`src/rtl/lsrc_pkg.sv`:
```
// shared types, constants and helper functions for the segment clipper
package lsrc_pkg;

    localparam int CW = 32;
    localparam int DW = CW + 1;
    localparam int PW = 2 * DW;
    localparam int NEDGE = 4;
    localparam int NSTAGE = DW + 3;

    typedef enum logic [1:0]
    {
        CFG_LEFT   = 2'd0,
        CFG_BOTTOM = 2'd1,
        CFG_RIGHT  = 2'd2,
        CFG_TOP    = 2'd3
    } cfg_idx_t;

    localparam int E_BOT   = 0;
    localparam int E_TOP   = 1;
    localparam int E_LEFT  = 2;
    localparam int E_RIGHT = 3;

    typedef struct packed
    {
        logic signed [CW-1:0] a0;
        logic [DW-1:0]        uc;
        logic                 neg;
        logic                 span;
        logic                 par;
        logic                 parhit;
    } edge_ctl_t;

    typedef struct packed
    {
        logic signed [CW-1:0] x0;
        logic signed [CW-1:0] y0;
        logic signed [CW-1:0] x1;
        logic signed [CW-1:0] y1;
        logic                 reject;
        logic                 in0;
        logic                 in1;
        edge_ctl_t [NEDGE-1:0] e;
    } seg_t;

    typedef struct packed
    {
        edge_ctl_t     ctl;
        logic [DW-1:0] ua;
        logic [DW-1:0] ub;
    } edge_prep_t;

    typedef struct packed
    {
        logic                 hit;
        logic signed [CW-1:0] ca;
    } edge_hit_t;

    typedef logic [NEDGE-1:0][PW-1:0] div_w_t;

    function automatic logic [DW-1:0] mag(input logic signed [DW-1:0] d);
        logic [DW-1:0] r;
        r = d[DW-1] ? DW'(-d) : DW'(d);
        return r;
    endfunction

    function automatic edge_prep_t edge_prep(
        input logic signed [CW-1:0] a0,
        input logic signed [CW-1:0] a1,
        input logic signed [CW-1:0] b0,
        input logic signed [CW-1:0] b1,
        input logic signed [CW-1:0] edge_v
    );
        edge_prep_t r;
        logic signed [DW-1:0] da;
        logic signed [DW-1:0] db;
        logic signed [DW-1:0] dc;
        logic signed [CW-1:0] bmin;
        logic signed [CW-1:0] bmax;
        da = {a1[CW-1], a1} - {a0[CW-1], a0};
        db = {edge_v[CW-1], edge_v} - {b0[CW-1], b0};
        dc = {b1[CW-1], b1} - {b0[CW-1], b0};
        bmin = (b0 < b1) ? b0 : b1;
        bmax = (b0 < b1) ? b1 : b0;
        r.ctl.a0 = a0;
        r.ctl.uc = mag(dc);
        r.ctl.neg = da[DW-1] ^ db[DW-1] ^ dc[DW-1];
        r.ctl.span = (edge_v >= bmin) && (edge_v <= bmax);
        r.ctl.par = (b0 == b1);
        r.ctl.parhit = (b1 == edge_v);
        r.ua = mag(da);
        r.ub = mag(db);
        return r;
    endfunction

    function automatic edge_hit_t edge_hit(
        input edge_ctl_t ctl,
        input logic [DW-1:0] q,
        input logic signed [CW-1:0] lo,
        input logic signed [CW-1:0] hi
    );
        edge_hit_t r;
        logic signed [DW:0] qs;
        logic signed [DW:0] ca;
        logic signed [DW:0] los;
        logic signed [DW:0] his;
        qs = ctl.neg ? -$signed({1'b0, q}) : $signed({1'b0, q});
        ca = $signed({{2{ctl.a0[CW-1]}}, ctl.a0}) + qs;
        los = $signed({{2{lo[CW-1]}}, lo});
        his = $signed({{2{hi[CW-1]}}, hi});
        if (ctl.par)
        begin
            r.hit = ctl.parhit;
            r.ca = ctl.a0;
        end
        else
        begin
            r.hit = ctl.span && (ca >= los) && (ca <= his);
            r.ca = ca[CW-1:0];
        end
        return r;
    endfunction

endpackage

```
`src/rtl/lsrc_front.sv`:
```
// first stage: outcodes, differences and magnitudes per edge
module lsrc_front
    import lsrc_pkg::*;
(
    input  logic                 clk,
    input  logic                 rst_n,
    input  logic                 en,
    input  logic                 in_valid,
    input  logic signed [CW-1:0] x0,
    input  logic signed [CW-1:0] y0,
    input  logic signed [CW-1:0] x1,
    input  logic signed [CW-1:0] y1,
    input  logic signed [CW-1:0] clip_left,
    input  logic signed [CW-1:0] clip_bottom,
    input  logic signed [CW-1:0] clip_right,
    input  logic signed [CW-1:0] clip_top,
    output logic                 valid_reg,
    output seg_t                 seg_reg,
    output logic [NEDGE-1:0][DW-1:0] ua_reg,
    output logic [NEDGE-1:0][DW-1:0] ub_reg
);

    seg_t seg_next;
    edge_prep_t [NEDGE-1:0] prep;

    always_comb
    begin
        prep[E_BOT]   = edge_prep(x0, x1, y0, y1, clip_bottom);
        prep[E_TOP]   = edge_prep(x0, x1, y0, y1, clip_top);
        prep[E_LEFT]  = edge_prep(y0, y1, x0, x1, clip_left);
        prep[E_RIGHT] = edge_prep(y0, y1, x0, x1, clip_right);
        seg_next.x0 = x0;
        seg_next.y0 = y0;
        seg_next.x1 = x1;
        seg_next.y1 = y1;
        seg_next.reject = (x0 < clip_left && x1 < clip_left) ||
                          (y0 < clip_bottom && y1 < clip_bottom) ||
                          (x0 > clip_right && x1 > clip_right) ||
                          (y0 > clip_top && y1 > clip_top);
        seg_next.in0 = x0 >= clip_left && x0 <= clip_right &&
                       y0 >= clip_bottom && y0 <= clip_top;
        seg_next.in1 = x1 >= clip_left && x1 <= clip_right &&
                       y1 >= clip_bottom && y1 <= clip_top;
        for (int k = 0; k < NEDGE; k++)
        begin
            seg_next.e[k] = prep[k].ctl;
        end
    end

    always_ff @(posedge clk or negedge rst_n)
    begin
        if (!rst_n)
        begin
            valid_reg <= 1'b0;
        end
        else if (en)
        begin
            valid_reg <= in_valid;
        end
    end

    always_ff @(posedge clk)
    begin
        if (en)
        begin
            seg_reg <= seg_next;
            for (int k = 0; k < NEDGE; k++)
            begin
                ua_reg[k] <= prep[k].ua;
                ub_reg[k] <= prep[k].ub;
            end
        end
    end

endmodule

```
`config.mk`:
```
export PLATFORM = sky130hd
export DESIGN_NAME = lsrc_front
export DESIGN_NICKNAME = d
export VERILOG_FILES = /design/src/rtl/lsrc_pkg.sv /design/src/rtl/lsrc_front.sv
export SDC_FILE = /design/constraint.sdc
export NUM_CORES = 1
export LEC_CHECK = 0
export ABC_AREA = 1
export BUFFER_PORTS_ARGS = -buffer_cell sky130_fd_sc_hd__buf_2
export CORE_AREA = 2 2 364 366
export CTS_CLUSTER_DIAMETER = 60
export DETAILED_ROUTE_END_ITERATION = 16
export DIE_AREA = 0 0 366 368
export PLACE_DENSITY = 0.53
export REMOVE_ABC_BUFFERS = 1
export SLEW_MARGIN = 20
export SYNTH_ARGS = -nofsm -noshare
export SYNTH_HDL_FRONTEND = slang
export SYNTH_SLANG_ARGS = --single-unit
```
`constraint.sdc`:
```
create_clock -name clk -period 0.9 [get_ports clk]
set_input_delay 0.09 -clock clk [delete_from_list [all_inputs] [get_ports clk]]
set_output_delay 0.09 -clock clk [all_outputs]
set_load 0.01 [all_outputs]
```
# --- Word-level counts from Yosys, hierarchy flattened ---
# Index checks and enable logic that the tools add are counted.
word_totals:
  regBits: 344
  word_cells: 113
classes:
  n_addsub: 12
  order_cmp: 26
  eq_ne: 6
  n_mux: 10
  bitwise_logic: 8
  reduce_logical: 17
ops:
  columns: ["operator", "n"]
  rows:
  - ["32-bit two-way mux", 10]
  - ["32-bit greater-or-equal comparator", 8]
  - ["32-bit <= comparator", 8]
  - ["33-bit negation", 6]
  - ["32-bit by 32-bit subtractor with 33-bit output", 6]
  - ["32-bit == test", 6]
  - ["32-bit < comparator", 6]
  - ["32-bit > comparator", 4]
  - ["1-bit logical AND", 14]
  - ["1-bit XOR", 8]
  - ["1-bit logical OR", 3]

# --- Longest topological paths before layout ---
depth:
  word_depth: 5
  depth_mapped: 37
  ltp_nobuf: 35

# --- Worst setup path before layout ---
# No wires, ideal clock.
synth_timing:
  path_kind: "input-to-reg"
  startpoint: "input port y1[0]"
  endpoint: "register seg_reg[2] (netlist name), data pin"
  setup_ns: 0.127
  arrival_time_ns: 4.330
  required_time_ns: 0.773
  setup_slack_ns: -3.558
  cell_stages: 35
  cell_sequence: "inv_1 > ha_1 > inv_1 > fa_1 > nand3_1 > nand2_1 > nand2_1 > nand2_1 > nand2_1 > nand2_2 > nand2_2 > nand2_2 > nand2_2 > nand2_2 > buf_6 > nand3_4 > nand2_4 > nand2_4 > buf_6 > clkbuf_1 > buf_1 > a21oi_1 > ha_1 > a21oi_1 > o21ai_0 > a221oi_1 > o21ai_0 > nand2_1 > a31oi_1 > a2111oi_0 > nand2_1 > or2_1 > o211ai_1 > nand2_1 > inv_1"
synth_rtl:
  columns: ["item", "line_no", "rtl"]
  rows:
  - ["from (decl)", "lsrc_front.sv:12", "input logic signed [CW-1:0] y1,"]
  - ["to (signal assigned)", "lsrc_front.sv:66", "seg_reg <= seg_next;"]
  - ["to (decl)", "lsrc_front.sv:18", "output seg_t seg_reg,"]

==> results.sh <==
export IMPL_setup_ws_ns=-2.857
export IMPL_dp_cells=8996
export IMPL_yosysSeqAreaShare_pct=26.69
export IMPL_fill_cells=12280
export IMPL_syn_avg_cell_area_um2=7.626
export IMPL_first_iter_violations=3589
export IMPL_ios=932
export IMPL_power_switching_w=0.04464
export IMPL_clockRootBuffer="clkbuf_16"
export IMPL_firstDrtPassIters=6
export IMPL_final_util_pct=51.51
export IMPL_slew_limit_headroom_pct=60.11
export IMPL_reg2reg_to="valid_reg"
export IMPL_min_period_ns=3.757
export IMPL_cpMostUsedCell="nand2_1"
export IMPL_combinationalPowerShare_pct=62.1
export IMPL_cp_end_kind="register"
export IMPL_p_seq_share_pct=21.9
export IMPL_dieArea_um2=134700
export IMPL_grt_usage_pct=26.71
export IMPL_arrival_ns=4.13
export IMPL_grt_max_degree=31
export IMPL_die_w_um=366
export IMPL_start_util_pct=29.57
export IMPL_clk_latency_ns=0.62
export IMPL_cts_clk_slew_worst_paths_ns=0.06
export IMPL_skew_ns=0
export IMPL_hold_path_class="primary input to register"
export IMPL_core_area_um2=130800
export IMPL_ys_flop_type="edfxtp_1"
export IMPL_p_leak_nw=33.14
export IMPL_swShare_pct=41.75
export IMPL_path_max_fanout=16
export IMPL_cp_slowest_stage_delay_ns=0.27
export IMPL_antenna_found_initial=59
export IMPL_wl_per_cell_um=20.43
export IMPL_rsz0062_at_grt="true"
export IMPL_tns_ns=-735.55
export IMPL_grt_pass1_vias=43211
export IMPL_clock_path_buffers=3
export IMPL_finalSetupViolCount=1225
export IMPL_nets=8490
export IMPL_slowest_stage="ha_1"
export IMPL_hold_violations=0
export IMPL_vias=45932
export IMPL_syn_area_um2=38680
export IMPL_async_reset_ff_share_pct=0.2907
export IMPL_synth_seq_cells=344
export IMPL_cts_buffers=44
export IMPL_die_h_um=368
export IMPL_p_per_area_nw_per_um2=1587
export IMPL_rows=133
export IMPL_reg2regPathDepth=1
export IMPL_vdd_drop_max_mv=1.571
export IMPL_hpwl_mm=158.7
export IMPL_drive_above_1_share_pct=51.10
export IMPL_synthCells=5072
export IMPL_violations="setup timing"
export IMPL_drv_slew=0
export IMPL_gp_congestion=0.9808
export IMPL_min_period_over_period_pct=417.4
export IMPL_cap_violations=0
export IMPL_cp_start_kind="primary input"
export IMPL_p_int_w=0.06228
export IMPL_cts_sinks=344
export IMPL_via_per_inst=4.854
export IMPL_reg2reg_from="valid_reg"
export IMPL_synthToLayoutAreaGrowth_pct=74.20
export IMPL_drtAntennaViolNets=0
export IMPL_status="finished with violations"
export IMPL_grt_pass1_wl_mm=270.6
export IMPL_cp_startpoint="x0[31]"
export IMPL_tightest_slew_ns=0.5929
export IMPL_yosys_warnings=0
export IMPL_required_ns=1.28
export IMPL_reg2reg_setup_slack_ns=0.14
export IMPL_route_detailed_drc=0
export IMPL_routed_wl_mm=193.3
export IMPL_yosysUniqueCellTypes=68
export IMPL_fin_cells=9462
export IMPL_worst_setup_path_type="primary input to register"
export IMPL_grt_ovfl_total=0
export IMPL_largest_reg_flops=211
export IMPL_cts_tree="built"
export IMPL_synth_edf_count=343
export IMPL_io_buffers=931
export IMPL_htree_levels=2
export IMPL_pwr_share_clk_pct=16.0
export IMPL_max_clock_freq_mhz=266.2
export IMPL_endpoint="seg_reg[209]"
-- cells in the final DEF, fill, tap and decap left out, types with 19 or more instances in the layout --
master / n
nand3b_1: 22
buf_2: 912
diode_2: 24
ha_1: 481
nand3_2: 61
buf_8: 20
xnor2_2: 21
ha_4: 82
o21bai_1: 20
xnor2_1: 55
a211oi_1: 19
nor3_2: 43
nand2_4: 56
xor2_2: 69
o21ai_0: 109
nor2_2: 82
edfxtp_1: 343
buf_12: 39
o21ai_1: 57
a21oi_1: 282
inv_2: 62
xor2_1: 143
nor2_1: 282
dlygate4sd3_1: 129
nand2_2: 134
buf_6: 94
o21ai_2: 73
inv_1: 566
nand3_1: 149
clkbuf_16: 50
a21o_1: 23
nor2_4: 63
nand2_1: 823
nand4_1: 98
nor3_1: 45
a21oi_4: 28
xor2_4: 22
a21oi_2: 74
buf_4: 1698
-- routing by layer --
layer / up-vias / GRT usage (%) / routed length [um]
li1: 22044 / - / -
met1: 21926 / 38.32 / 88670
met2: 1632 / 40.33 / 83550
met3: 284 / 5.090 / 14950
met4: 46 / 7.961 / 5890
met5: - / 0 / 287
-- area by class of cell --
class                           instances  area, um^2  area share [%]
Multi-Input combinational cell       3696       29670           44.03
Inverter                              659        2610           3.874
Timing Repair Buffer                 2907       21150           31.39
Antenna cell                           24       60.06         0.08914
Tap cell                             1755        2196           3.259
Sequential cell                       344       10320           15.32
Clock inverter                         25       216.5          0.3213
Clock buffer                           52        1152           1.710
-- through the flow --
step           hold slack (ns)  instance area (um^2)  total power (W)  setup slack (ns)
6_report               0.06934                 67380           0.1069            -2.857
5_1_grt                0.03006                 67350           0.1131            -3.011
4_1_cts                -0.3414                 62820           0.1006            -2.777
3_5_place_dp           -0.1330                 55250          0.07630            -3.868
3_3_place_gp           -0.1345                 55250          0.07600            -3.805
2_1_floorplan          -0.2056                 36000          0.04686            -4.844
-- worst max-delay path, delay by kind of cell --
family	cells	cell delay [ns]
AO/OA/AOI/OAI	8	1.39
adder cells (fa/ha/maj)	2	0.46
buffers and inverters	6	1.00
AND/OR/NAND/NOR	13	1.20
-- synthesized netlist by cell type (98+ instances only) --
| master | number | share of area (%) |
|---|---|---|
| o21ai_0 | 226 | 2.9 |
| nand3_1 | 225 | 2.9 |
| a21oi_1 | 381 | 4.9 |
| xor2_1 | 234 | 5.3 |
| buf_4 | 329 | 6.4 |
| nor2_1 | 426 | 4.1 |
| nand4_1 | 98 | 1.6 |
| inv_1 | 653 | 6.3 |
| ha_1 | 572 | 19 |
| nor3_1 | 102 | 1.3 |
| edfxtp_1 | 343 | 27 |
| nand2_1 | 1004 | 9.7 |
-- how the worst min path moves through the flow --
stage                 from            to  slack, ns  cells past startpoint
floorplan            rst_n     valid_reg      -0.21                      0
global placement     rst_n     valid_reg      -0.13                      1
detailed placement   rst_n     valid_reg      -0.13                      1
CTS                 x0[27]   seg_reg[64]      -0.34                      1
global route        x1[25]  seg_reg[336]       0.03                      2
finish              x1[24]  seg_reg[335]       0.07                      2
-- kinds of logic (layout without fill, tap and decap cells) --
logic type               count (synthesis)  count (layout)  share of synthesized area (%)
XOR/XNOR                               323             323                          7.314
buffers and inverters                 1034            3643                          13.31
AND/OR/NAND/NOR                       1970            1972                          21.84
multiplexers                             1               1                        0.02911
adder cells (fa/ha/maj)                578             578                          18.81
flip-flops                             344             344                          26.69
other                                    0              24                              0
AO/OA/AOI/OAI                          822             822                          12.00
-- what timing repair did --
item / 4_1_cts / 5_1_grt
endpoints found under the setup margin: 882 / 1225
cloned: 13 / 5
hold buffers: 128 / 1
buffers inserted: 148 / 119
gates resized for setup: 840 / 820
hold endpoints to repair: 151 / 1
pin swaps: 238 / 364
-- power groups by stage --
| stage | logic (W) | clock network (W) | registers (W) |
|---|---|---|---|
| 3_5_place_dp | 0.0526 | 0 | 0.0237 |
| 6_report | 0.0664 | 0.0171 | 0.0234 |
| 2_1_floorplan | 0.0207 | 0 | 0.0261 |
| 3_3_place_gp | 0.0524 | 0 | 0.0236 |
| 5_1_grt | 0.0713 | 0.0181 | 0.0237 |
| 4_1_cts | 0.0597 | 0.0175 | 0.0234 |
Power figures use the tool's default switching activity.
