===== src/rtl/lsrc_pkg.sv =====
// shared types, constants and helper functions for the segment clipper
package lsrc_pkg;

    localparam int CW = 32;
    localparam int DW = CW + 1;
    localparam int PW = 2 * DW;
    localparam int NEDGE = 4;
    localparam int NSTAGE = DW + 3;

    typedef enum logic [1:0]
    {
        CFG_LEFT   = 2'd0,
        CFG_BOTTOM = 2'd1,
        CFG_RIGHT  = 2'd2,
        CFG_TOP    = 2'd3
    } cfg_idx_t;

    localparam int E_BOT   = 0;
    localparam int E_TOP   = 1;
    localparam int E_LEFT  = 2;
    localparam int E_RIGHT = 3;

    typedef struct packed
    {
        logic signed [CW-1:0] a0;
        logic [DW-1:0]        uc;
        logic                 neg;
        logic                 span;
        logic                 par;
        logic                 parhit;
    } edge_ctl_t;

    typedef struct packed
    {
        logic signed [CW-1:0] x0;
        logic signed [CW-1:0] y0;
        logic signed [CW-1:0] x1;
        logic signed [CW-1:0] y1;
        logic                 reject;
        logic                 in0;
        logic                 in1;
        edge_ctl_t [NEDGE-1:0] e;
    } seg_t;

    typedef struct packed
    {
        edge_ctl_t     ctl;
        logic [DW-1:0] ua;
        logic [DW-1:0] ub;
    } edge_prep_t;

    typedef struct packed
    {
        logic                 hit;
        logic signed [CW-1:0] ca;
    } edge_hit_t;

    typedef logic [NEDGE-1:0][PW-1:0] div_w_t;

    function automatic logic [DW-1:0] mag(input logic signed [DW-1:0] d);
        logic [DW-1:0] r;
        r = d[DW-1] ? DW'(-d) : DW'(d);
        return r;
    endfunction

    function automatic edge_prep_t edge_prep(
        input logic signed [CW-1:0] a0,
        input logic signed [CW-1:0] a1,
        input logic signed [CW-1:0] b0,
        input logic signed [CW-1:0] b1,
        input logic signed [CW-1:0] edge_v
    );
        edge_prep_t r;
        logic signed [DW-1:0] da;
        logic signed [DW-1:0] db;
        logic signed [DW-1:0] dc;
        logic signed [CW-1:0] bmin;
        logic signed [CW-1:0] bmax;
        da = {a1[CW-1], a1} - {a0[CW-1], a0};
        db = {edge_v[CW-1], edge_v} - {b0[CW-1], b0};
        dc = {b1[CW-1], b1} - {b0[CW-1], b0};
        bmin = (b0 < b1) ? b0 : b1;
        bmax = (b0 < b1) ? b1 : b0;
        r.ctl.a0 = a0;
        r.ctl.uc = mag(dc);
        r.ctl.neg = da[DW-1] ^ db[DW-1] ^ dc[DW-1];
        r.ctl.span = (edge_v >= bmin) && (edge_v <= bmax);
        r.ctl.par = (b0 == b1);
        r.ctl.parhit = (b1 == edge_v);
        r.ua = mag(da);
        r.ub = mag(db);
        return r;
    endfunction

    function automatic edge_hit_t edge_hit(
        input edge_ctl_t ctl,
        input logic [DW-1:0] q,
        input logic signed [CW-1:0] lo,
        input logic signed [CW-1:0] hi
    );
        edge_hit_t r;
        logic signed [DW:0] qs;
        logic signed [DW:0] ca;
        logic signed [DW:0] los;
        logic signed [DW:0] his;
        qs = ctl.neg ? -$signed({1'b0, q}) : $signed({1'b0, q});
        ca = $signed({{2{ctl.a0[CW-1]}}, ctl.a0}) + qs;
        los = $signed({{2{lo[CW-1]}}, lo});
        his = $signed({{2{hi[CW-1]}}, hi});
        if (ctl.par)
        begin
            r.hit = ctl.parhit;
            r.ca = ctl.a0;
        end
        else
        begin
            r.hit = ctl.span && (ca >= los) && (ca <= his);
            r.ca = ca[CW-1:0];
        end
        return r;
    endfunction

endpackage


===== src/rtl/lsrc_div_step.sv =====
// one restoring division step: one quotient bit per edge
module lsrc_div_step
    import lsrc_pkg::*;
(
    input  logic   clk,
    input  logic   rst_n,
    input  logic   en,
    input  logic   in_valid,
    input  seg_t   seg_in,
    input  div_w_t w_in,
    output logic   valid_reg,
    output seg_t   seg_reg,
    output div_w_t w_reg
);

    div_w_t w_next;

    always_comb
    begin
        for (int k = 0; k < NEDGE; k++)
        begin
            logic [DW:0] t;
            logic [DW:0] d;
            logic qb;
            t = {w_in[k][PW-1:DW], w_in[k][DW-1]};
            d = t - {1'b0, seg_in.e[k].uc};
            qb = (t >= {1'b0, seg_in.e[k].uc});
            w_next[k] = {(qb ? d[DW-1:0] : t[DW-1:0]), w_in[k][DW-2:0], qb};
        end
    end

    always_ff @(posedge clk or negedge rst_n)
    begin
        if (!rst_n)
        begin
            valid_reg <= 1'b0;
        end
        else if (en)
        begin
            valid_reg <= in_valid;
        end
    end

    always_ff @(posedge clk)
    begin
        if (en)
        begin
            seg_reg <= seg_in;
            w_reg <= w_next;
        end
    end

endmodule


===== config.mk =====
export PLATFORM = sky130hd
export DESIGN_NAME = lsrc_div_step
export DESIGN_NICKNAME = d
export VERILOG_FILES = /design/src/rtl/lsrc_pkg.sv /design/src/rtl/lsrc_div_step.sv
export SDC_FILE = /design/constraint.sdc
export NUM_CORES = 1
export LEC_CHECK = 0
export BUFFER_PORTS_ARGS = -buffer_cell sky130_fd_sc_hd__buf_2
export CAP_MARGIN = 10
export CORE_AREA = 2 2 526 528
export DETAILED_ROUTE_END_ITERATION = 10
export DIE_AREA = 0 0 528 530
export MAX_ROUTING_LAYER = met4
export PLACE_DENSITY = 0.32
export SLEW_MARGIN = 20
export SYNTH_ARGS = -nofsm -noshare
export SYNTH_HDL_FRONTEND = slang
export SYNTH_SLANG_ARGS = --single-unit

===== constraint.sdc =====
create_clock -name clk -period 1.55 [get_ports clk]
set_input_delay 0.155 -clock clk [delete_from_list [all_inputs] [get_ports clk]]
set_output_delay 0.155 -clock clk [all_outputs]
set_load 0.02 [all_outputs]

# After elaboration in Yosys (flattened, before gate mapping)

Index checks and enable logic that the tools add are counted.

Logic and storage cells: 48
Bits in registers: 672
Output and inout bits: 672
Input port bits: 675

Multiplexer cells: 4
Add/subtract/negate cells: 4
$lt $le $gt $ge: 4

Operators by type and width:

| cell           | count |
|---|---|
| $ge 34x33->1   | 4 |
| $mux 33        | 4 |
| $sub 33x33->33 | 4 |

# Logic depth before layout (Yosys ltp)

Gate-level depths: netlist of the first run.

Depth after elaboration: 2
Depth in mapped cells: 15
Depth with buffers taken out: 13

# Least setup slack after synthesis of the first run

No wires, ideal clock.

Kind: in2reg
Start: input port w_in[164] (netlist bit)
End: register w_reg[189] (netlist bit), data pin
Data arrival time: 2.656 ns
Library setup time: 0.260 ns
Path slack: -1.366 ns
Cell stages on the path: 14
Path buffers: 1
Data required time: 1.290 ns
Path through: inv_1 -> ha_1 -> inv_1 -> fa_1 -> a211oi_2 -> o21ai_1 -> a211oi_2 -> nor4_1 -> o21ai_0 -> o211ai_2 -> a21boi_2 -> o21ai_2 -> buf_4 -> mux2_2

RTL lines:

| item                 | RTL line            | RTL |
|---|---|---|
| from (decl)          | lsrc_div_step.sv:10 | `input div_w_t w_in,` |
| to (signal assigned) | lsrc_div_step.sv:49 | `w_reg <= w_next;` |
| to (decl)            | lsrc_div_step.sv:13 | `output div_w_t w_reg` |

==> out/results.md, run 1 <==
## Routing
* 20.77 µm — average wire per standard cell
* 5 — detailed-router iteration count before antenna repair
* 0 — count of antenna-violating nets left after detailed routing
* 180,100 µm — sum of routed wire length over all layers
* 1,314 — DRT iter0 DRCs
* 3.334 — via density per instance
* 28,910 — DR vias
* 0 — DRC viols

## Cells and area
* 407 — number of flip-flops in the largest register
* 112.6% — area overhead of the layout relative to synthesis
* 48.40% — layout cell share with drive strength beyond 1
* 8,670 — number of non-filler instances in the completed layout
* sky130_fd_sc_hd__dlygate4sd3_1 — most common cell after layout, fill and taps aside
* 62,280 µm² — post-layout instance area
* 863 x sky130_fd_sc_hd__dlygate4sd3_1, 844 x sky130_fd_sc_hd__buf_2, 671 x sky130_fd_sc_hd__edfxtp_1 — highest-count cells in the layout ignoring fill and taps
* 5,741 — Final nets

## Setup path
* input port — type of element launching the critical path
* 2.08 ns — data required time at the worst endpoint
* 4 — number of buffer and inverter stages on the critical path
* 0.24 ns — reg-to-reg slack, setup
* 2 — number of cells traversed by the worst register-to-register path
* sky130_fd_sc_hd__fa_2 — Slowest-stage cell, CP
* valid_reg — Crit Reg-Reg Endpoint
* compound AO/OA/AOI/OAI gates — cell type group with the largest total delay on the critical path
* sky130_fd_sc_hd__buf_12 — most frequent cell on the critical path
* 0.38 ns — peak per-stage delay on the critical path
* flop — endpoint type of the worst setup path
* valid_reg — start of the worst register-to-register path
* input port to flop — type of the worst setup path
* 2.80 ns — Arr. time, crit path
* 13 — critical path peak fanout
* buf_12 > inv_12 > ha_4 > inv_2 > fa_2 > a211oi_4 > o21ai_2 > a211oi_2 > nor4_2 > o21ai_1 > o211ai_2 > a21boi_2 > o21ai_4 > buf_12 > mux2_2 — crit path cell chain

## Floorplanning
* 1,347 — count of pins on the block boundary
* 530 µm — Die Height
* 528 µm — Die X-Extent
* 279,800 µm² — die area
* 10.66% — initial core utilization
* 193 — Rows
* 274,800 µm² — area inside the core boundary

## Synth
* 0.1488% — fraction of registers with async set/reset
* 78 — count of cell types in the netlist
* 672 — flops & latches, synth
* 68.88% — sequential cell area fraction in the yosys report
* 671 — number of enable flip-flop cells after synthesis
* 2,055 — Syn Inst Count
* 14.25 µm² — Syn Area/Cell
* 2,866 — total nets after synthesis
* 0 — Yosys warning count
* sky130_fd_sc_hd__edfxtp_1 — dominant synthesized flop cell
* 29,290 µm² — Synth Cell Area

## Placed design
* 143,800 µm — half-perimeter wire length after placement
* 45,220 µm² — placed inst area
* 0.8448 — final weighted congestion in routability-driven placement
* 1,346 — quantity of I/O buffers inserted on ports
* 7,525 — cell total after placement

## CTS
* 3 — H-tree level count
* 672 — clock sink count
* sky130_fd_sc_hd__clkbuf_16 — Root Driver
* 94 — CTS buffer count
* 0.76 ns — clock latency on the worst-skew pair
* 4 — number of buffers on the longest clock path
* 0.06 ns — Clock Pin Slew Worst Setup and Hold Paths
* done — TritonCTS clock tree

## STA
* 11 — final hold vios
* 2.275 ns — min cycle time layout
* 0 — number of max-slew violations in the final report
* 67.28% — worst rel slew slack
* 0.4908 ns — Worst Tran Pin Value
* 0 ns — clk_skew
* 201 — final count of negative-setup-slack endpoints
* -0.4634 ns — worst hold margin
* 439.6 MHz — Max Clk Rate
* 146.8% — Final period util
* -0.7250 ns — final setup slack of the worst path
* yes — unrepaired setup endpoints after global routing

## Worst hold path
* 1 — WHS Path Cells
* seg_in[74] — hold path startpoint
* seg_reg[74] — capture endpoint of the worst hold path
* input port to flop — class of the worst hold path

## Power
* 0.7422 mV — maximum vdd ir drop
* 26.21 nW — Pleak
* 993.3 nW/µm² — Power Density

## Global routing
* 238,200 µm — wire length of the first global-routing pass
* 12.54% — All-Layer GR Usage
* 0 — total global routing overflow
* 70 — antenna violations before repair
* 30,440 — via count of the first global-routing pass
* 54 — pin count of the biggest net entering global routing

## Flow run
* 0 — count of max-cap constraint violations

## Status
* finished with violations — outcome
* negative hold slack, negative setup slack — violated checks

[cells by family (layout without fill, tap and decap cells)]
group                    count (synthesis)  count (layout)  share of synthesized area, %
AO/OA/AOI/OAI                          459             459                         9.860
XOR/XNOR                               110             110                         3.289
adder cells (fa/ha/maj)                136             136                         5.912
buffers and inverters                  229            3174                         3.123
flip-flops                             672             672                         68.88
multiplexers                            69              69                         2.644
other                                    0              63                             0
AND/OR/NAND/NOR                        380             380                         6.292
[cell type report]
class	count	area, µm²
fill	29780	212500
antenna	63	157.7
tap	3607	4513
inverter	178	734.5
multi-input combinational	1154	9768
clock inverter	53	469.2
sequential	672	20170
clock buffer	113	2424
timing repair buffer	2830	24040
[worst max-delay path by stage]
stage / cells past startpoint / slack, ns / startpoint / end
floorplan: 14 / -1.18 / w_in[98] / w_reg[100]
CTS: 15 / -0.61 / w_in[164] / w_reg[168]
global placement: 15 / -1.67 / w_in[98] / w_reg[105]
finish: 15 / -0.72 / w_in[164] / w_reg[172]
global route: 15 / -0.78 / w_in[164] / w_reg[172]
detailed placement: 15 / -1.76 / w_in[98] / w_reg[105]
[where the power goes]
part	switching, mW	total [mW]	internal (mW)
Combinational	8.74	17.5	8.76
Clock	9.16	21.2	12.0
Sequential	1.03	23.2	22.1
[cells in the mapped netlist, drive strengths merged (21+ instances only)]
library cell	count	area share [%]
edfxtp	671	69
inv	178	2.3
nand2	140	1.8
a21oi	134	2.3
ha	132	5.6
o21ai	128	2.2
a21o	65	1.7
nor2	65	0.83
xnor2	65	1.9
mux2	64	2.5
xor2	45	1.3
nand4	33	0.70
clkbuf	30	0.39
nand3	29	0.50
buf	21	0.45
[per-stage QoR]
stage	hold slack [ns]	power (mW)	setup WS [ns]	utilization, %	setup TNS, ns
after floorplan	-0.1406	28.74	-1.184	-	-141.13
after global placement	-0.06835	36.26	-1.667	16.45	-205.66
after detailed placement	-0.06802	36.17	-1.761	16.45	-210.46
after CTS	-0.5774	62.44	-0.6086	22.08	-104.47
after global routing	-0.5348	64.73	-0.7830	22.66	-105.69
final	-0.4634	61.86	-0.7250	22.66	-83.29
[what timing repair did]
| action | 4_1_cts | 5_1_grt |
|---|---|---|
| buffers inserted | 32 | 17 |
| gates resized for setup | 1021 | 331 |
| pin swaps | 55 | 77 |
| hold buffers | 852 | 11 |
| cloned | 13 | 5 |
| endpoints found under the setup margin | 710 | 532 |
| hold endpoints to repair | 780 | 21 |
[metal layers]
layer / vias up / routed length [µm] / track usage (%) / share of wire, %
met5: - / 0 / - / 0
met4: 0 / 7601 / 4.991 / 4.2
met3: 237 / 16970 / 4.970 / 9.4
met2: 1089 / 82260 / 19.52 / 46
met1: 13990 / 73230 / 14.34 / 41
li1: 13590 / - / - / -
Power figures use the tool's default switching activity.
==> run 2: changes to the inputs <==
--- a/config.mk
+++ b/config.mk
@@ -12,6 +12,7 @@
 export DIE_AREA = 0 0 528 530
 export MAX_ROUTING_LAYER = met4
 export PLACE_DENSITY = 0.32
+export REMOVE_ABC_BUFFERS = 1
 export SLEW_MARGIN = 20
 export SYNTH_ARGS = -nofsm -noshare
 export SYNTH_HDL_FRONTEND = slang
==> constraint.sdc (replaced) <==
create_clock -name clk -period 2.5 [get_ports clk]
set_input_delay 0.25 -clock clk [delete_from_list [all_inputs] [get_ports clk]]
set_output_delay 0.25 -clock clk [all_outputs]
set_load 0.02 [all_outputs]
==> out/results.md, run 2 (same netlist as run 1, synthesis figures left out) <==
## Floorplanning
* 10.66% — initial core utilization, unchanged
* 528 µm — Die X-Extent, unchanged
* 530 µm — Die Height, unchanged
* 274,800 µm² — area inside the core boundary, unchanged
* 279,800 µm² — die area, unchanged
* 1,347 — count of pins on the block boundary, unchanged
* 193 — Rows, unchanged

## Cells and area
* 1,341 x sky130_fd_sc_hd__buf_2, 674 x sky130_fd_sc_hd__dlygate4sd3_1, 671 x sky130_fd_sc_hd__edfxtp_1 — highest-count cells in the layout ignoring fill and taps
* 19.99% — final core area utilization, -2.7 points
* 45.47% — layout cell share with drive strength beyond 1, -2.9 points
* 5,437 — Final nets, -5.3%
* 8,339 — number of non-filler instances in the completed layout, -3.8%
* sky130_fd_sc_hd__buf_2 — most common cell after layout, fill and taps aside
* 30,280 — Filler Cells Inserted, +1.7%
* 407 — number of flip-flops in the largest register, unchanged
* 87.59% — area overhead of the layout relative to synthesis

## Worst hold path
* w_reg[105] — capture endpoint of the worst hold path
* input port to flop — class of the worst hold path
* 3 — WHS Path Cells, +2
* w_in[104] — hold path startpoint

## Routing
* 0 — DRC viols, unchanged
* 0 — count of antenna-violating nets left after detailed routing, unchanged
* 22.22 µm — average wire per standard cell, +7.0%
* 185,300 µm — sum of routed wire length over all layers, +2.9%
* 5 — detailed-router iteration count before antenna repair, unchanged
* 27,730 — DR vias, -4.1%
* 3.325 — via density per instance, -0.27%
* 1,525 — DRT iter0 DRCs, +16%

## CTS
* sky130_fd_sc_hd__clkbuf_16 — Root Driver
* 0.80 ns — clock latency on the worst-skew pair, +0.04 ns
* done — TritonCTS clock tree
* 95 — CTS buffer count, +1.1%
* 3 — H-tree level count, unchanged
* 0.05 ns — Clock Pin Slew Worst Setup and Hold Paths, about the same
* 672 — clock sink count, unchanged
* 4 — number of buffers on the longest clock path, unchanged

## Setup path
* 5 — critical path peak fanout, -8
* flop — endpoint type of the worst setup path
* 3.00 ns — data required time at the worst endpoint, +0.92 ns
* input port to flop — type of the worst setup path
* valid_reg — start of the worst register-to-register path
* valid_reg — Crit Reg-Reg Endpoint
* 1.75 ns — reg-to-reg slack, setup, +1.51 ns
* input port — type of element launching the critical path
* 3.03 ns — Arr. time, crit path, +0.23 ns
* 1 — number of cells traversed by the worst register-to-register path, -1

## STA
* yes — unrepaired setup endpoints after global routing
* 62.83% — worst rel slew slack, -4.5 points
* 0 ns — clk_skew, unchanged
* 0 — final hold vios, -11
* 5 — final count of negative-setup-slack endpoints, -98%
* 2.535 ns — min cycle time layout
* -0.03498 ns — final setup slack of the worst path, +0.6900 ns
* 394.5 MHz — Max Clk Rate
* 101.4% — Final period util
* 0 — number of max-slew violations in the final report, unchanged
* 0.5542 ns — Worst Tran Pin Value, +0.06345 ns

## Global routing
* 239,900 µm — wire length of the first global-routing pass, +0.74%
* 28,570 — via count of the first global-routing pass, -6.2%
* 0 — total global routing overflow, unchanged
* 85 — pin count of the biggest net entering global routing, +57%
* 82 — antenna violations before repair, +17%
* 12.81% — All-Layer GR Usage, +0.28 points

## Status
* finished with violations — outcome
* negative setup slack — violated checks

## Power
* 23.37 nW — Pleak, -11%
* 663.6 nW/µm² — Power Density, -33%
* 0.4628 mV — maximum vdd ir drop, -38%

## Placed design
* 152,900 µm — half-perimeter wire length after placement, +6.4%
* 7,437 — cell total after placement, -1.2%
* 0.8238 — final weighted congestion in routability-driven placement, -2.5%
* 1,346 — quantity of I/O buffers inserted on ports, unchanged

## Flow run
* 0 — count of max-cap constraint violations, unchanged

run 2: worst max-delay path by stage:
stage | startpoint | endpoint | depth (start not counted)
finish | w_in[178] | w_reg[180] | 12
global route | seg_in[164] | w_reg[186] | 14
CTS | seg_in[4] | w_reg[56] | 14
detailed placement | w_in[230] | w_reg[233] | 15
global placement | w_in[230] | w_reg[233] | 15
floorplan | w_in[32] | w_reg[34] | 12
run 2: where the power goes:
part	leakage, nW	internal, mW	total, mW	switching (mW)
Combinational	15.4	3.83	8.85	5.02
Sequential	6.58	13.7	14.3	0.581
Clock	1.42	7.76	13.3	5.56
Total	23.4	25.3	36.5	11.2
run 2: layout make-up:
cell class | count | area, µm² | area share (%)
Antenna cell | 32 | 80.08 | 0.1457
Sequential cell | 672 | 20170 | 36.72
Clock inverter | 51 | 459.2 | 0.8357
Timing Repair Buffer | 2525 | 17720 | 32.24
Clock buffer | 120 | 2492 | 4.536
Tap cell | 3607 | 4513 | 8.214
Inverter | 178 | 674.4 | 1.227
Multi-Input combinational cell | 1154 | 8836 | 16.08
run 2: stage by stage:
stage | power [mW] | area, µm² | setup TNS, ns | setup slack [ns] | hold slack (ns)
4_1_cts | 36.91 | 53850 | 0 | 0.001610 | -0.4385
2_1_floorplan | 17.60 | 29040 | -157.52 | -2.079 | -0.04559
3_5_place_dp | 22.18 | 44150 | -119.13 | -1.035 | 0.03247
3_3_place_gp | 22.26 | 44150 | -120.68 | -1.081 | 0.03133
5_1_grt | 38.09 | 54930 | -1.545 | -0.1064 | 0.02555
6_report | 36.46 | 54950 | -0.1180 | -0.03498 | 0.02561
run 2: worst max-delay path, cell delays in order:
cell	delay (ns)
sky130_fd_sc_hd__dlygate4sd3_1	0.54
sky130_fd_sc_hd__buf_2	0.18
sky130_fd_sc_hd__ha_4	0.30
sky130_fd_sc_hd__nand2_1	0.11
sky130_fd_sc_hd__nor4_4	0.39
sky130_fd_sc_hd__o21ai_2	0.09
sky130_fd_sc_hd__o211ai_2	0.11
sky130_fd_sc_hd__a21boi_2	0.11
sky130_fd_sc_hd__o21ai_4	0.26
sky130_fd_sc_hd__buf_8	0.19
sky130_fd_sc_hd__clkbuf_16	0.17
sky130_fd_sc_hd__mux2_2	0.33
run 2: repair_timing:
item / CTS / global route
resized for setup: 10 / 143
pin swaps: 4 / 23
endpoints found under the hold margin: 687 / 7
gates cloned: 0 / 5
endpoints found under the setup margin: 70 / 133
hold buffers: 670 / 7
setup buffers: 2 / 18
run 2: per-layer routing:
layer	track usage [%]	up-vias	routed length, µm
li1	-	12930	-
met1	15.87	13460	80370
met2	20.36	1111	85890
met3	3.520	232	14080
met4	3.516	0	4976
met5	-	-	0
==> run 3: changes to the inputs <==
--- a/config.mk
+++ b/config.mk
@@ -10,6 +10,7 @@
 export CORE_AREA = 2 2 526 528
 export DETAILED_ROUTE_END_ITERATION = 10
 export DIE_AREA = 0 0 528 530
+export GPL_TIMING_DRIVEN = 0
 export MAX_ROUTING_LAYER = met4
 export PLACE_DENSITY = 0.32
 export REMOVE_ABC_BUFFERS = 1
==> out/results.md, run 3 (same netlist as run 1, synthesis figures left out) <==
## CTS
* 98 — CTS buffer count, +3.2%
* 0.06 ns — Clock Pin Slew Worst Setup and Hold Paths, about the same
* done — TritonCTS clock tree
* 0.82 ns — clock latency on the worst-skew pair, +0.02 ns
* 672 — clock sink count, unchanged
* 3 — H-tree level count, unchanged
* 4 — number of buffers on the longest clock path, unchanged
* sky130_fd_sc_hd__clkbuf_16 — Root Driver

## Cells and area
* 41.93% — layout cell share with drive strength beyond 1, -3.5 points
* 5,011 — Final nets, -7.8%
* 1,340 x sky130_fd_sc_hd__buf_2, 671 x sky130_fd_sc_hd__edfxtp_1, 669 x sky130_fd_sc_hd__dlygate4sd3_1 — highest-count cells in the layout ignoring fill and taps
* 9154 µm² — footprint of the multi-input gates, +3.6%
* 30,320 — Filler Cells Inserted, +0.12%
* sky130_fd_sc_hd__buf_2 — most common cell after layout, fill and taps aside
* 20,170 µm² — area of all sequential standard cells, unchanged
* 78.71% — area overhead of the layout relative to synthesis
* 407 — number of flip-flops in the largest register, unchanged
* 7,926 — number of non-filler instances in the completed layout, -5.0%

## Global routing
* 97 — pin count of the biggest net entering global routing, +14%
* 232,400 µm — wire length of the first global-routing pass, -3.1%
* 102 — antenna violations before repair, +24%
* 0 — total global routing overflow, unchanged
* 12.47% — All-Layer GR Usage, -0.34 points
* 26,920 — via count of the first global-routing pass, -5.8%

## STA
* 374.1 MHz — Max Clk Rate, -5.2%
* 0 ns — clk_skew, unchanged
* 106.9% — Final period util, +5.5 points
* yes — unrepaired setup endpoints after global routing
* -0.3164 ns — worst hold margin, -0.3420 ns
* 58.44% — worst rel slew slack, -4.4 points
* 0.6213 ns — Worst Tran Pin Value, +0.06704 ns
* 27 — final count of negative-setup-slack endpoints, +22
* 2.673 ns — min cycle time layout, +0.1383 ns
* 8 — final hold vios, +8
* 0 — number of max-slew violations in the final report, unchanged
* -0.1733 ns — final setup slack of the worst path, -0.1383 ns

## Routing
* 179,400 µm — sum of routed wire length over all layers, -3.2%
* 0 — count of antenna-violating nets left after detailed routing, unchanged
* 4 — detailed-router iteration count before antenna repair, -1
* 3.325 — via density per instance, about the same
* 22.63 µm — average wire per standard cell, +1.8%
* 26,360 — DR vias, -5.0%
* 1,467 — DRT iter0 DRCs, -3.8%
* 0 — DRC viols, unchanged

## Setup path
* input port — type of element launching the critical path
* 3.22 ns — Arr. time, crit path, +0.19 ns
* 1.75 ns — reg-to-reg slack, setup, about the same
* 1 — number of cells traversed by the worst register-to-register path, unchanged
* valid_reg — Crit Reg-Reg Endpoint
* valid_reg — start of the worst register-to-register path
* input port to flop — type of the worst setup path
* 3.05 ns — data required time at the worst endpoint, +0.05 ns
* 6 — critical path peak fanout, +1
* flop — endpoint type of the worst setup path

## Floorplanning
* 1,347 — count of pins on the block boundary, unchanged
* 279,800 µm² — die area, unchanged
* 530 µm — Die Height, unchanged
* 528 µm — Die X-Extent, unchanged
* 274,800 µm² — area inside the core boundary, unchanged
* 10.66% — initial core utilization, unchanged
* 193 — Rows, unchanged

## Worst hold path
* seg_reg[4] — capture endpoint of the worst hold path
* 1 — WHS Path Cells, -2
* input port to flop — class of the worst hold path
* seg_in[4] — hold path startpoint

## Power
* 700.9 nW/µm² — Power Density, +5.6%
* 36.69 mW — total chip power, +0.61%
* 0.4863 mV — maximum vdd ir drop, +5.1%
* 21.33 nW — Pleak, -8.7%

## Status
* finished with violations — outcome
* negative hold slack, negative setup slack — violated checks

## Placed design
* 145,200 µm — half-perimeter wire length after placement, -5.1%
* -2.037 ns — Place WS, -1.002 ns
* 1,346 — quantity of I/O buffers inserted on ports, unchanged
* 6,971 — cell total after placement, -6.3%
* 0.8293 — final weighted congestion in routability-driven placement, +0.67%

## Flow run
* 0 — count of max-cap constraint violations, unchanged

==> run 3: cell type report <==
| type | instances | area share (%) |
|---|---|---|
| antenna | 45 | 0.2151 |
| clock buffer | 112 | 4.826 |
| clock inverter | 62 | 1.281 |
| inverter | 178 | 1.303 |
| multi-input combinational | 1156 | 17.49 |
| sequential | 672 | 38.54 |
| tap | 3607 | 8.622 |
| timing repair buffer | 2094 | 27.72 |
==> run 3: through the flow <==
step / hold slack (ns) / area [µm²] / setup TNS (ns) / utilization, %
floorplan: -0.04559 / 29040 / -157.52 / -
global placement: 0.03498 / 40290 / -7854.09 / 14.66
detailed placement: 0.04012 / 40720 / -210.94 / 14.82
CTS: -0.4352 / 51520 / -0.0004972 / 18.75
global route: -0.3947 / 52320 / -1.177 / 19.04
finish: -0.3164 / 52340 / -1.613 / 19.05
==> run 3: critical path: stages <==
cell and delay, ns:
sky130_fd_sc_hd__buf_8 0.08, sky130_fd_sc_hd__clkinvlp_4 0.17, sky130_fd_sc_hd__ha_4 0.32, sky130_fd_sc_hd__and4b_2 0.34, sky130_fd_sc_hd__nand4_1 0.11, sky130_fd_sc_hd__or4_4 0.57
sky130_fd_sc_hd__o21ai_4 0.19, sky130_fd_sc_hd__a211oi_4 0.10, sky130_fd_sc_hd__o41ai_4 0.09, sky130_fd_sc_hd__o21ai_4 0.14, sky130_fd_sc_hd__buf_12 0.16, sky130_fd_sc_hd__buf_16 0.13
sky130_fd_sc_hd__o31ai_4 0.53
==> run 3: report_power, final <==
part	switching [mW]	internal [mW]
Combinational	5.05	3.28
Clock	5.86	8.42
Sequential	0.379	13.7
Total	11.3	25.4
==> run 3: routing by layer <==
metal | track usage [%] | vias to the layer above | part of all wire [%]
met2 | 20.05 | 1145 | 47
li1 | - | 12120 | -
met1 | 15.24 | 12860 | 43
met5 | - | - | 0
met4 | 3.193 | 0 | 2.8
met3 | 3.568 | 229 | 7.9
==> run 3: worst max path at each step <==
stage	from	to	slack (ns)
after floorplan	w_in[32]	w_reg[34]	-2.08
after global placement	en	valid_reg	-12.01
after detailed placement	seg_in[4]	w_reg[44]	-2.04
after CTS	seg_in[85]	w_reg[130]	-0.0005
after global routing	seg_in[5]	w_reg[34]	-0.11
final	seg_in[5]	w_reg[54]	-0.17
==> run 3: timing repair <==
action | 4_1_cts | 5_1_grt
setup buffers | 37 | 22
hold endpoints to repair | 711 | 15
cloned | 6 | 2
resized for setup | 116 | 108
endpoints found under the setup margin | 135 | 122
hold buffers | 662 | 8
pin swaps | 30 | 53
